**config.mk**
```make
export PLATFORM = sky130hd
export DESIGN_NAME = per_round_rtt_rto_estimator_flat
export DESIGN_NICKNAME = d
export VERILOG_FILES = /design/src/sv/rrto_pkg.sv /design/src/sv/rrto_if.sv /design/src/sv/rrto_cfg.sv /design/src/sv/rrto_pipe.sv /design/src/sv/per_round_rtt_rto_estimator.sv /design/src/flat_wrapper.sv
export SDC_FILE = /design/constraint.sdc
export NUM_CORES = 2
export LEC_CHECK = 0
export BUFFER_PORTS_ARGS = -buffer_cell sky130_fd_sc_hd__buf_2
export CORE_ASPECT_RATIO = 1.2
export CORE_MARGIN = 3
export CORE_UTILIZATION = 57
export DETAILED_ROUTE_END_ITERATION = 6
export PLACE_DENSITY = 0.74
export SYNTH_ARGS = -nofsm -noshare
export SYNTH_HDL_FRONTEND = slang
export SYNTH_SLANG_ARGS = --single-unit
```
**constraint.sdc**
```tcl
create_clock -name clk_i -period 11.1 [get_ports clk_i]
set_input_delay 2.22 -clock clk_i [delete_from_list [all_inputs] [get_ports clk_i]]
set_output_delay 2.22 -clock clk_i [all_outputs]
set_load 0.005 [all_outputs]
```
**src/sv/rrto_pkg.sv**
```systemverilog
// Shared types and constants of the per-round RTT/RTO estimator.
package rrto_pkg;

  // input and result field widths
  localparam int unsigned RoundW    = 3;
  localparam int unsigned SampleInW = 20;
  localparam int unsigned LeafW     = 8;
  localparam int unsigned RtoW      = 24;
  localparam int unsigned ThrW      = 22;

  // configuration register widths and reset values
  localparam int unsigned WeightW = 9;
  localparam int unsigned GainW   = 10;
  localparam logic [WeightW-1:0] WeightRst = 9'd77;
  localparam logic [GainW-1:0]   GainRst   = 10'd307;
  localparam logic [WeightW-1:0] Q8One     = 9'd256;

  // sample counter, saturating
  localparam int unsigned CntW   = 10;
  localparam logic [CntW-1:0] CntMax = 10'd1023;

  // APB port
  localparam int unsigned PAddrW = 3;
  localparam int unsigned PDataW = 32;

  // register index, taken from paddr[2]
  typedef enum logic [0:0] {
    RegEwmaWeight = 1'b0,
    RegThrGain    = 1'b1
  } reg_idx_e;

  // live configuration
  typedef struct packed {
    logic [WeightW-1:0] weight;
    logic [GainW-1:0]   gain;
  } cfg_t;

  // pipeline occupancy seen by the top level
  typedef struct packed {
    logic s1_busy;
    logic s2_valid;
  } pipe_stat_t;

  // one result word
  typedef struct packed {
    logic [RtoW-1:0] rto_ms;
    logic [ThrW-1:0] rtt_threshold_ms;
    logic            congested;
  } res_t;

endpackage

```
**src/sv/rrto_if.sv**
```systemverilog
// Valid/ready channel interfaces for sample words and result words.
interface rrto_smp_if;
  logic                           valid;
  logic                           ready;
  logic [rrto_pkg::RoundW-1:0]    round_index;
  logic [rrto_pkg::SampleInW-1:0] sample_ms;
  logic [rrto_pkg::LeafW-1:0]     leaf_count;

  modport source (output valid, round_index, sample_ms, leaf_count, input ready);
  modport sink (input valid, round_index, sample_ms, leaf_count, output ready);
endinterface

interface rrto_res_if;
  logic                      valid;
  logic                      ready;
  logic [rrto_pkg::RtoW-1:0] rto_ms;
  logic [rrto_pkg::ThrW-1:0] rtt_threshold_ms;
  logic                      congested;

  modport source (output valid, rto_ms, rtt_threshold_ms, congested, input ready);
  modport sink (input valid, rto_ms, rtt_threshold_ms, congested, output ready);
endinterface

```
**src/sv/rrto_cfg.sv**
```systemverilog
// APB register file: EWMA weight and threshold gain.
module rrto_cfg (
  input  logic                          clk_i,
  input  logic                          rst_ni,
  input  logic                          psel,
  input  logic                          penable,
  input  logic                          pwrite,
  input  logic [rrto_pkg::PAddrW-1:0]   paddr,
  input  logic [rrto_pkg::PDataW-1:0]   pwdata,
  output logic [rrto_pkg::PDataW-1:0]   prdata,
  output logic                          pready,
  output rrto_pkg::cfg_t                cfg_o
);
  import rrto_pkg::*;

  logic [WeightW-1:0] weight_q, weight_d;
  logic [GainW-1:0]   gain_q, gain_d;
  reg_idx_e           sel;
  logic               wr_en;

  assign sel    = reg_idx_e'(paddr[2]);
  assign wr_en  = psel && penable && pwrite;
  assign pready = 1'b1;

  // write decode
  always_comb begin
    weight_d = weight_q;
    gain_d   = gain_q;
    if (wr_en) begin
      case (sel)
        RegEwmaWeight: weight_d = pwdata[WeightW-1:0];
        RegThrGain:    gain_d   = pwdata[GainW-1:0];
        default: ;
      endcase
    end
  end

  // read mux
  always_comb begin
    case (sel)
      RegEwmaWeight: prdata = PDataW'(weight_q);
      RegThrGain:    prdata = PDataW'(gain_q);
      default:       prdata = '0;
    endcase
  end

  always_ff @(posedge clk_i or negedge rst_ni) begin
    if (!rst_ni) begin
      weight_q <= WeightRst;
      gain_q   <= GainRst;
    end else begin
      weight_q <= weight_d;
      gain_q   <= gain_d;
    end
  end

  assign cfg_o.weight = weight_q;
  assign cfg_o.gain   = gain_q;

endmodule

```
**src/sv/rrto_pipe.sv**
```systemverilog
// Per-round state memory with a two-stage read-modify-write update.
module rrto_pipe #(
  parameter int unsigned ROUNDS      = 8,
  parameter int unsigned SAMPLE_BITS = 20
) (
  input  logic                             clk_i,
  input  logic                             rst_ni,
  input  logic                             acc_i,
  input  logic [rrto_pkg::RoundW-1:0]      round_i,
  input  logic [rrto_pkg::SampleInW-1:0]   sample_i,
  input  logic [rrto_pkg::LeafW-1:0]       leaf_i,
  input  rrto_pkg::cfg_t                   cfg_i,
  input  logic                             adv_i,
  output rrto_pkg::pipe_stat_t             stat_o,
  output rrto_pkg::res_t                   res_o
);
  import rrto_pkg::*;

  localparam int unsigned AW = (ROUNDS > 1) ? $clog2(ROUNDS) : 1;
  localparam int unsigned SW = SAMPLE_BITS;
  localparam int unsigned LW = SAMPLE_BITS + 2;
  localparam int unsigned WW = CntW + 3 * SW + LW;
  // word layout: {count, average, limit, srtt, rttvar}
  localparam int unsigned VarLo = 0;
  localparam int unsigned SrtLo = SW;
  localparam int unsigned LimLo = 2 * SW;
  localparam int unsigned AvgLo = 2 * SW + LW;
  localparam int unsigned CntLo = 3 * SW + LW;

  // state memory and per-entry valid bits
  logic [WW-1:0]     mem_q [ROUNDS];
  logic [ROUNDS-1:0] vld_q;
  logic [WW-1:0]     rd_data_q;
  logic              rd_vld_q;

  logic          launch;
  logic [AW-1:0] rd_addr;

  // write-back forwarding for a read issued on the write edge
  logic          fwd_q;
  logic [AW-1:0] fwd_addr_q;
  logic [WW-1:0] fwd_data_q;

  // stage 1: read data arrives
  logic          s1_q;
  logic [AW-1:0] s1_addr_q;
  logic [SW-1:0] s1_smp_q;
  logic [LeafW-1:0] s1_leaf_q;

  // stage 2: gain multiply and write-back
  logic             s2_q, s2_d;
  logic [AW-1:0]    s2_addr_q;
  logic [SW-1:0]    s2_smp_q;
  logic [LeafW-1:0] s2_leaf_q;
  logic [CntW-1:0]  s2_cnt_q;
  logic [SW-1:0]    s2_avg_q;
  logic [LW-1:0]    s2_lim_q;
  logic             s2_upd_q;
  logic [SW-1:0]    s2_srtt_q;
  logic [SW-1:0]    s2_var_q;

  assign launch  = acc_i && (32'(round_i) < ROUNDS);
  assign rd_addr = AW'(round_i);

  // ---------------- stage 1 arithmetic ----------------
  logic [WW-1:0]    word;
  logic [CntW-1:0]  cnt;
  logic [SW-1:0]    avg, srtt, rvar;
  logic [LW-1:0]    lim;
  logic             started;
  logic [WeightW-1:0] w_sat;
  logic signed [SW:0]    diff_s;
  logic signed [9:0]     w_s;
  logic signed [SW+10:0] prod, avg_ext, ewma_full;
  logic [SW-1:0]    adiff;
  logic [SW+1:0]    var_acc;
  logic [SW+2:0]    srtt_acc;
  logic [CntW-1:0]  cnt_n;
  logic [SW-1:0]    avg_n, srtt_n, var_n;

  always_comb begin
    if (fwd_q && (fwd_addr_q == s1_addr_q)) begin
      word = fwd_data_q;
    end else if (rd_vld_q) begin
      word = rd_data_q;
    end else begin
      word = '0;
    end
  end

  assign cnt     = word[CntLo +: CntW];
  assign avg     = word[AvgLo +: SW];
  assign lim     = word[LimLo +: LW];
  assign srtt    = word[SrtLo +: SW];
  assign rvar    = word[VarLo +: SW];
  assign started = (cnt != '0);

  // EWMA as avg + w*(s-avg)/256, floor via arithmetic shift
  assign w_sat     = (cfg_i.weight > Q8One) ? Q8One : cfg_i.weight;
  assign diff_s    = $signed({1'b0, s1_smp_q}) - $signed({1'b0, avg});
  assign w_s       = $signed({1'b0, w_sat});
  assign prod      = diff_s * w_s;
  assign avg_ext   = $signed({11'b0, avg});
  assign ewma_full = avg_ext + (prod >>> 8);

  // Jacobson/Karels terms
  assign adiff    = (srtt >= s1_smp_q) ? (srtt - s1_smp_q) : (s1_smp_q - srtt);
  assign var_acc  = (SW+2)'(rvar) + (SW+2)'({rvar, 1'b0}) + (SW+2)'(adiff);
  assign srtt_acc = {srtt, 3'b000} - (SW+3)'(srtt) + (SW+3)'(s1_smp_q);

  always_comb begin
    cnt_n = (cnt == CntMax) ? cnt : cnt + 1'b1;
    if (started) begin
      avg_n  = ewma_full[SW-1:0];
      var_n  = var_acc[SW+1:2];
      srtt_n = srtt_acc[SW+2:3];
    end else begin
      avg_n  = s1_smp_q;
      var_n  = {1'b0, s1_smp_q[SW-1:1]};
      srtt_n = s1_smp_q;
    end
  end

  // ---------------- stage 2 arithmetic ----------------
  logic [SW+9:0]   lim_prod;
  logic [LW-1:0]   lim_n;
  logic [CntW-1:0] warm;
  logic            cong;
  logic [SW+3:0]   rto;
  logic [WW-1:0]   wr_data;

  assign lim_prod = (SW+10)'(cfg_i.gain) * (SW+10)'(s2_avg_q);
  assign lim_n    = s2_upd_q ? lim_prod[SW+9:8] : s2_lim_q;
  assign warm     = CntW'(s2_leaf_q) + CntW'({s2_leaf_q, 1'b0});
  assign cong     = (s2_cnt_q >= warm) && (LW'(s2_smp_q) > lim_n);
  assign rto      = (SW+4)'({s2_srtt_q, 1'b0}) + (SW+4)'({s2_var_q, 3'b000});
  assign wr_data  = {s2_cnt_q, s2_avg_q, lim_n, s2_srtt_q, s2_var_q};

  assign res_o.rto_ms           = RtoW'(rto);
  assign res_o.rtt_threshold_ms = ThrW'(lim_n);
  assign res_o.congested        = cong;
  assign stat_o.s1_busy         = s1_q;
  assign stat_o.s2_valid        = s2_q;

  // stage 1 always moves on; stage 2 holds until the output takes it
  assign s2_d = s1_q || (s2_q && !adv_i);

  // memory: one read port, one write port
  always_ff @(posedge clk_i) begin
    if (adv_i) begin
      mem_q[s2_addr_q] <= wr_data;
    end
    if (launch) begin
      rd_data_q <= mem_q[rd_addr];
    end
  end

  // control state
  always_ff @(posedge clk_i or negedge rst_ni) begin
    if (!rst_ni) begin
      vld_q    <= '0;
      rd_vld_q <= 1'b0;
      fwd_q    <= 1'b0;
      s1_q     <= 1'b0;
      s2_q     <= 1'b0;
    end else begin
      if (adv_i) begin
        vld_q[s2_addr_q] <= 1'b1;
      end
      if (launch) begin
        rd_vld_q <= vld_q[rd_addr];
      end
      fwd_q <= adv_i;
      s1_q  <= launch;
      s2_q  <= s2_d;
    end
  end

  // payload
  always_ff @(posedge clk_i) begin
    if (adv_i) begin
      fwd_addr_q <= s2_addr_q;
      fwd_data_q <= wr_data;
    end
    if (launch) begin
      s1_addr_q <= rd_addr;
      s1_smp_q  <= SW'(sample_i);
      s1_leaf_q <= leaf_i;
    end
    if (s1_q) begin
      s2_addr_q <= s1_addr_q;
      s2_smp_q  <= s1_smp_q;
      s2_leaf_q <= s1_leaf_q;
      s2_cnt_q  <= cnt_n;
      s2_avg_q  <= avg_n;
      s2_lim_q  <= lim;
      s2_upd_q  <= started;
      s2_srtt_q <= srtt_n;
      s2_var_q  <= var_n;
    end
  end

  // a new sample only enters when both stages will be free behind it
  a_launch_interlock: assert property (@(posedge clk_i) disable iff (!rst_ni)
    launch |-> (!s1_q && !(s2_q && !adv_i)))
    else $error("sample launched into a busy pipeline");

  a_s1_advances: assert property (@(posedge clk_i) disable iff (!rst_ni)
    s1_q |=> s2_q)
    else $error("stage 1 word lost");

  a_s2_holds: assert property (@(posedge clk_i) disable iff (!rst_ni)
    (s2_q && !adv_i) |=> (s2_q && $stable(s2_addr_q) && $stable(s2_avg_q)))
    else $error("stalled stage 2 word changed");

  a_wb_marks_valid: assert property (@(posedge clk_i) disable iff (!rst_ni)
    adv_i |=> vld_q[$past(s2_addr_q)])
    else $error("written entry not marked valid");

endmodule

```
**src/sv/per_round_rtt_rto_estimator.sv**
```systemverilog
// Top level of the per-round RTT/RTO estimator with congestion threshold.
//
// Usage: samples come in on smp (round_index, sample_ms, leaf_count); each
// sample whose round_index is below ROUNDS gives one result word on res
// (rto_ms, rtt_threshold_ms, congested). Samples for rounds at or above
// ROUNDS are taken and dropped without a result or any state change.
// The APB port holds the EWMA weight (0x0) and the threshold gain (0x4);
// write it only while no sample is in flight.
// A sample moves from stage 1 to stage 2 and then into the output register.
// No new sample is taken while stage 1 holds one or stage 2 stalls, due to the
// round state loop: read on accept, EWMA/RTO update, gain multiply, write-back.
// Back-to-back samples to the same round are covered by write-back forwarding.
// Reset clears the configuration to its defaults and all round state to zero
// through per-entry valid bits; no sweep is needed.
// A stalled res holds the word in the output register; one more sample can
// then be taken and parked in the pipeline until the output frees up.
module per_round_rtt_rto_estimator #(
  parameter int unsigned ROUNDS      = 8,
  parameter int unsigned SAMPLE_BITS = 20
) (
  input  logic                          clk_i,
  input  logic                          rst_ni,
  rrto_smp_if.sink                      smp,
  rrto_res_if.source                    res,
  input  logic                          psel,
  input  logic                          penable,
  input  logic                          pwrite,
  input  logic [rrto_pkg::PAddrW-1:0]   paddr,
  input  logic [rrto_pkg::PDataW-1:0]   pwdata,
  output logic [rrto_pkg::PDataW-1:0]   prdata,
  output logic                          pready
);
  import rrto_pkg::*;

  cfg_t       cfg;
  pipe_stat_t stat;
  res_t       res_w;
  res_t       out_q;
  logic       ovld_q, ovld_d;
  logic       s2_adv;
  logic       smp_acc;

  rrto_cfg u_cfg (
    .clk_i   (clk_i),
    .rst_ni  (rst_ni),
    .psel    (psel),
    .penable (penable),
    .pwrite  (pwrite),
    .paddr   (paddr),
    .pwdata  (pwdata),
    .prdata  (prdata),
    .pready  (pready),
    .cfg_o   (cfg)
  );

  rrto_pipe #(
    .ROUNDS      (ROUNDS),
    .SAMPLE_BITS (SAMPLE_BITS)
  ) u_pipe (
    .clk_i    (clk_i),
    .rst_ni   (rst_ni),
    .acc_i    (smp_acc),
    .round_i  (smp.round_index),
    .sample_i (smp.sample_ms),
    .leaf_i   (smp.leaf_count),
    .cfg_i    (cfg),
    .adv_i    (s2_adv),
    .stat_o   (stat),
    .res_o    (res_w)
  );

  // stage 2 retires when the output register is empty or being drained
  assign s2_adv    = stat.s2_valid && (!ovld_q || res.ready);
  assign smp.ready = !stat.s1_busy && !(stat.s2_valid && !s2_adv);
  assign smp_acc   = smp.valid && smp.ready;

  // output register
  always_comb begin
    ovld_d = ovld_q;
    if (s2_adv) begin
      ovld_d = 1'b1;
    end else if (res.ready) begin
      ovld_d = 1'b0;
    end
  end

  always_ff @(posedge clk_i or negedge rst_ni) begin
    if (!rst_ni) begin
      ovld_q <= 1'b0;
    end else begin
      ovld_q <= ovld_d;
    end
  end

  always_ff @(posedge clk_i) begin
    if (s2_adv) begin
      out_q <= res_w;
    end
  end

  assign res.valid            = ovld_q;
  assign res.rto_ms           = out_q.rto_ms;
  assign res.rtt_threshold_ms = out_q.rtt_threshold_ms;
  assign res.congested        = out_q.congested;

endmodule

```
**src/flat_wrapper.sv**
```systemverilog
// flat-port wrapper written by rule: the top's interface ports become plain ports
module per_round_rtt_rto_estimator_flat import rrto_pkg::*;
#(
  parameter int unsigned ROUNDS      = 8,
  parameter int unsigned SAMPLE_BITS = 20
)
  (clk_i, rst_ni, psel, penable, pwrite, paddr, pwdata, prdata, pready, smp_valid, smp_round_index, smp_sample_ms, smp_leaf_count, smp_ready, res_valid, res_rto_ms, res_rtt_threshold_ms, res_congested, res_ready);
  rrto_smp_if smp_i ();
  rrto_res_if res_i ();
  input  logic clk_i;
  input  logic rst_ni;
  input  logic psel;
  input  logic penable;
  input  logic pwrite;
  input  logic [rrto_pkg::PAddrW-1:0] paddr;
  input  logic [rrto_pkg::PDataW-1:0] pwdata;
  output logic [rrto_pkg::PDataW-1:0] prdata;
  output logic pready;
  input wire logic [$bits(smp_i.valid)-1:0] smp_valid;
  input wire logic [$bits(smp_i.round_index)-1:0] smp_round_index;
  input wire logic [$bits(smp_i.sample_ms)-1:0] smp_sample_ms;
  input wire logic [$bits(smp_i.leaf_count)-1:0] smp_leaf_count;
  output wire logic [$bits(smp_i.ready)-1:0] smp_ready;
  output wire logic [$bits(res_i.valid)-1:0] res_valid;
  output wire logic [$bits(res_i.rto_ms)-1:0] res_rto_ms;
  output wire logic [$bits(res_i.rtt_threshold_ms)-1:0] res_rtt_threshold_ms;
  output wire logic [$bits(res_i.congested)-1:0] res_congested;
  input wire logic [$bits(res_i.ready)-1:0] res_ready;
  assign smp_i.valid = smp_valid;
  assign smp_i.round_index = smp_round_index;
  assign smp_i.sample_ms = smp_sample_ms;
  assign smp_i.leaf_count = smp_leaf_count;
  assign smp_ready = smp_i.ready;
  assign res_valid = res_i.valid;
  assign res_rto_ms = res_i.rto_ms;
  assign res_rtt_threshold_ms = res_i.rtt_threshold_ms;
  assign res_congested = res_i.congested;
  assign res_i.ready = res_ready;
  per_round_rtt_rto_estimator #(.ROUNDS(ROUNDS), .SAMPLE_BITS(SAMPLE_BITS)) u_core (.clk_i(clk_i), .rst_ni(rst_ni), .smp(smp_i), .res(res_i), .psel(psel), .penable(penable), .pwrite(pwrite), .paddr(paddr), .pwdata(pwdata), .prdata(prdata), .pready(pready));
endmodule
```
==> reports/results.ini <==
[placed_design]
portBuffers=106
dp_hpwl_um=95100
gp_congestion=0.896

[global_routing]
grt_max_degree=114
grt_usage_pct=26.6
grt_pass1_wl_um=227000
antenna_found_initial=6
grt_pass1_vias=38052
grt_remaining_overflow=0

[worst_setup_path]
start_kind=flip-flop
cp.required_ps=11500
r2r-end=u_core.u_pipe.s2_avg_q[18]
max_stage_delay_ps=510
worstReg2RegStart=u_core.u_pipe.fwd_addr_q[0]
worst_r2r_path_depth=45
r2r_slack_ps=450
cp_data_arrival_time_ps=11050
path_max_fanout=8
setup.worst_path.class=flip-flop to flip-flop
cpMostUsedCell=fa_1
cpMaxStageDelayCell=fa_1
endpoint_kind=flip-flop

[clocking]
htreeDepth=3
numCtsBuffers=106
clk_latency_ps=690
holdBufCountCts=0
cts.sinks=1132
cts_tree=built
path_clk_slew_ps=60
cts_root_buf=clkbuf_16
cts_buffer_depth=3

[floorplanning]
coreArea_um2=108000
io_pins=155
die_area_um2=113000
die_w_um=308
num_rows=132
start_util_pct=57.6
die-height_um=368

[timing]
finClkSkew_ps=29.4
drv_slew=0
worstMarginPinSlew_ps=1070
timing.fmax_ghz=0.0939
setup_viol_count_final=0
fin_crit_sh_pct=96.0
min_period_ps=10650
whs_ps=415
relSlewSlack_pct=28.6
hold_violations=0

[logic_synthesis]
ys_async_sr_fraction_pct=2.83
synth-seq-area-share_pct=54.3
synth_area_um2=62300
netlist-cell-type-count=86
synthFlopType=edfxtp_1
ys_ff_latch=1132
ys_warn_count=0
synth.avg_cell_area_um2=14.0
syn_inst=4456
synth_edf_count=1100

[cells_and_area]
area_delta_synth_final_pct=9.23
drive_gt1_share_pct=16.4
final_cell_mix=edfxtp_1, inv_1, nand2_1
fin_nets=5253
multi_input_area_um2=25800
nFillCells=7700
register_area_um2=33900
mostFrequentLayoutCell=edfxtp_1

[routing]
ant_nets=0
detail_route.first_pass.iterations=6
via_per_inst=6.01
num_vias=36451
first_iter_violations=3348
wl_per_cell_um=24.3
wl_um=147000
drc=0

[worst_hold_path]
hold_path_class=flip-flop to flip-flop
min_to=u_core.u_pipe.s2_leaf_q[1]
hp-start=u_core.u_pipe.s1_leaf_q[1]
holdPathStages=0

[status]
status=finished clean

[flow_run]
max_cap_violations=0

-- cell families (layout without fill, tap and decap cells) --
family,count (synthesis),in the layout,synth area share [%]
flip-flops,1132,1132,54.3
XOR/XNOR,166,166,2.39
other,2,26,0.0121
adder cells (fa/ha/maj),622,622,16.4
AND/OR/NAND/NOR,947,947,7.21
multiplexers,349,349,9.65
buffers and inverters,720,900,4.64
AO/OA/AOI/OAI,518,518,5.37
-- critical path: cells and delay by family (launching register included) --
family	cells	cell delay, ps
AND/OR/NAND/NOR	9	1440
adder cells (fa/ha/maj)	9	3870
XOR/XNOR	4	960
AO/OA/AOI/OAI	18	3220
buffers and inverters	5	430
flip-flops	1	460
-- cell type report --
type                    count  area share (%)
well taps                1407            2.59
multi-input cells        2626            37.9
flip-flops and latches   1132            49.7
inverters                 503            2.79
clock buffers             131            4.13
repair buffers            196            1.82
clock inverters            70            1.02
diodes                      2         0.00735
-- what timing repair did --
item / in CTS / in global routing
gates resized for setup: 0 / 12
setup buffers: 0 / 13
endpoints found under the hold margin: 0 / 0
setup endpoints to repair: 0 / 8
-- synth_stat cells, drive strengths merged (36+ instances only) --
master	instances	area share [%]
edfxtp	1100	53
mux2	142	2.6
a21o	81	0.98
nor2	119	0.72
fa	327	11
nand3	46	0.37
ha	288	5.8
xor2	61	0.86
inv	503	3.0
xnor2	105	1.5
and2	114	1.1
and3	36	0.36
nor2b	57	0.57
mux4	186	6.7
a21oi	153	1.3
clkbuf	143	0.86
o21ai	121	0.99
nand2	435	2.6
o21a	38	0.46
buf	74	0.75
-- state kept, by name (all words and copies together), names as in the netlist, 9 cells and up --
name / cells
u_core.u_pipe.mem_q: 736
u_core.u_pipe.fwd_data_q: 92
u_core.u_pipe.rd_data_q: 92
u_core.u_pipe.s2_lim_q: 22
u_core.res.rto_ms: 21
u_core.u_pipe.s1_smp_q: 20
u_core.u_pipe.s2_avg_q: 20
u_core.u_pipe.s2_smp_q: 20
u_core.u_pipe.s2_srtt_q: 20
u_core.u_pipe.s2_var_q: 20
u_core.u_cfg.gain_q: 10
u_core.u_pipe.s2_cnt_q: 10
u_core.u_cfg.weight_q: 9
-- metal layers --
layer / global-route usage (%) / up-vias / share of wire [%]
met1: 34.8 / 18771 / 38
met5: 0 / - / 0
met4: 10.1 / 0 / 3.7
met2: 45.9 / 1397 / 51
met3: 3.20 / 297 / 6.7
li1: - / 15986 / -
-- through the flow --
stage | std cells | util [%] | setup slack [ps] | setup TNS [ps] | cell area [um2]
after floorplan | 4478 | - | 33.4 | 0 | 62400
after global placement | 5851 | 59.5 | 291 | 0 | 64400
after detailed placement | 5851 | 59.5 | 43.1 | 0 | 64400
after CTS | 6052 | 62.8 | 48.4 | 0 | 67900
after global routing | 6065 | 62.9 | -102 | -196 | 68100
final | 6067 | 62.9 | 448 | 0 | 68100
-- worst max path at each step --
| stage | start | end | slack (ps) |
|---|---|---|---|
| floorplan | u_core.u_pipe.s1_addr_q[1] | u_core.u_pipe.s2_avg_q[19] | 30 |
| global placement | u_core.u_pipe.s1_addr_q[0] | u_core.u_pipe.s2_avg_q[19] | 290 |
| detailed placement | u_core.u_pipe.s1_addr_q[1] | u_core.u_pipe.s2_avg_q[19] | 40 |
| CTS | u_core.u_pipe.s1_addr_q[1] | u_core.u_pipe.s2_avg_q[19] | 50 |
| global route | u_core.u_pipe.fwd_addr_q[0] | u_core.u_pipe.s2_avg_q[18] | -100 |
| finish | u_core.u_pipe.fwd_addr_q[0] | u_core.u_pipe.s2_avg_q[18] | 450 |
Power is left out: the tool's default activity adds up to more than one toggle a clock period on the data nets, which glitch-free logic cannot reach.
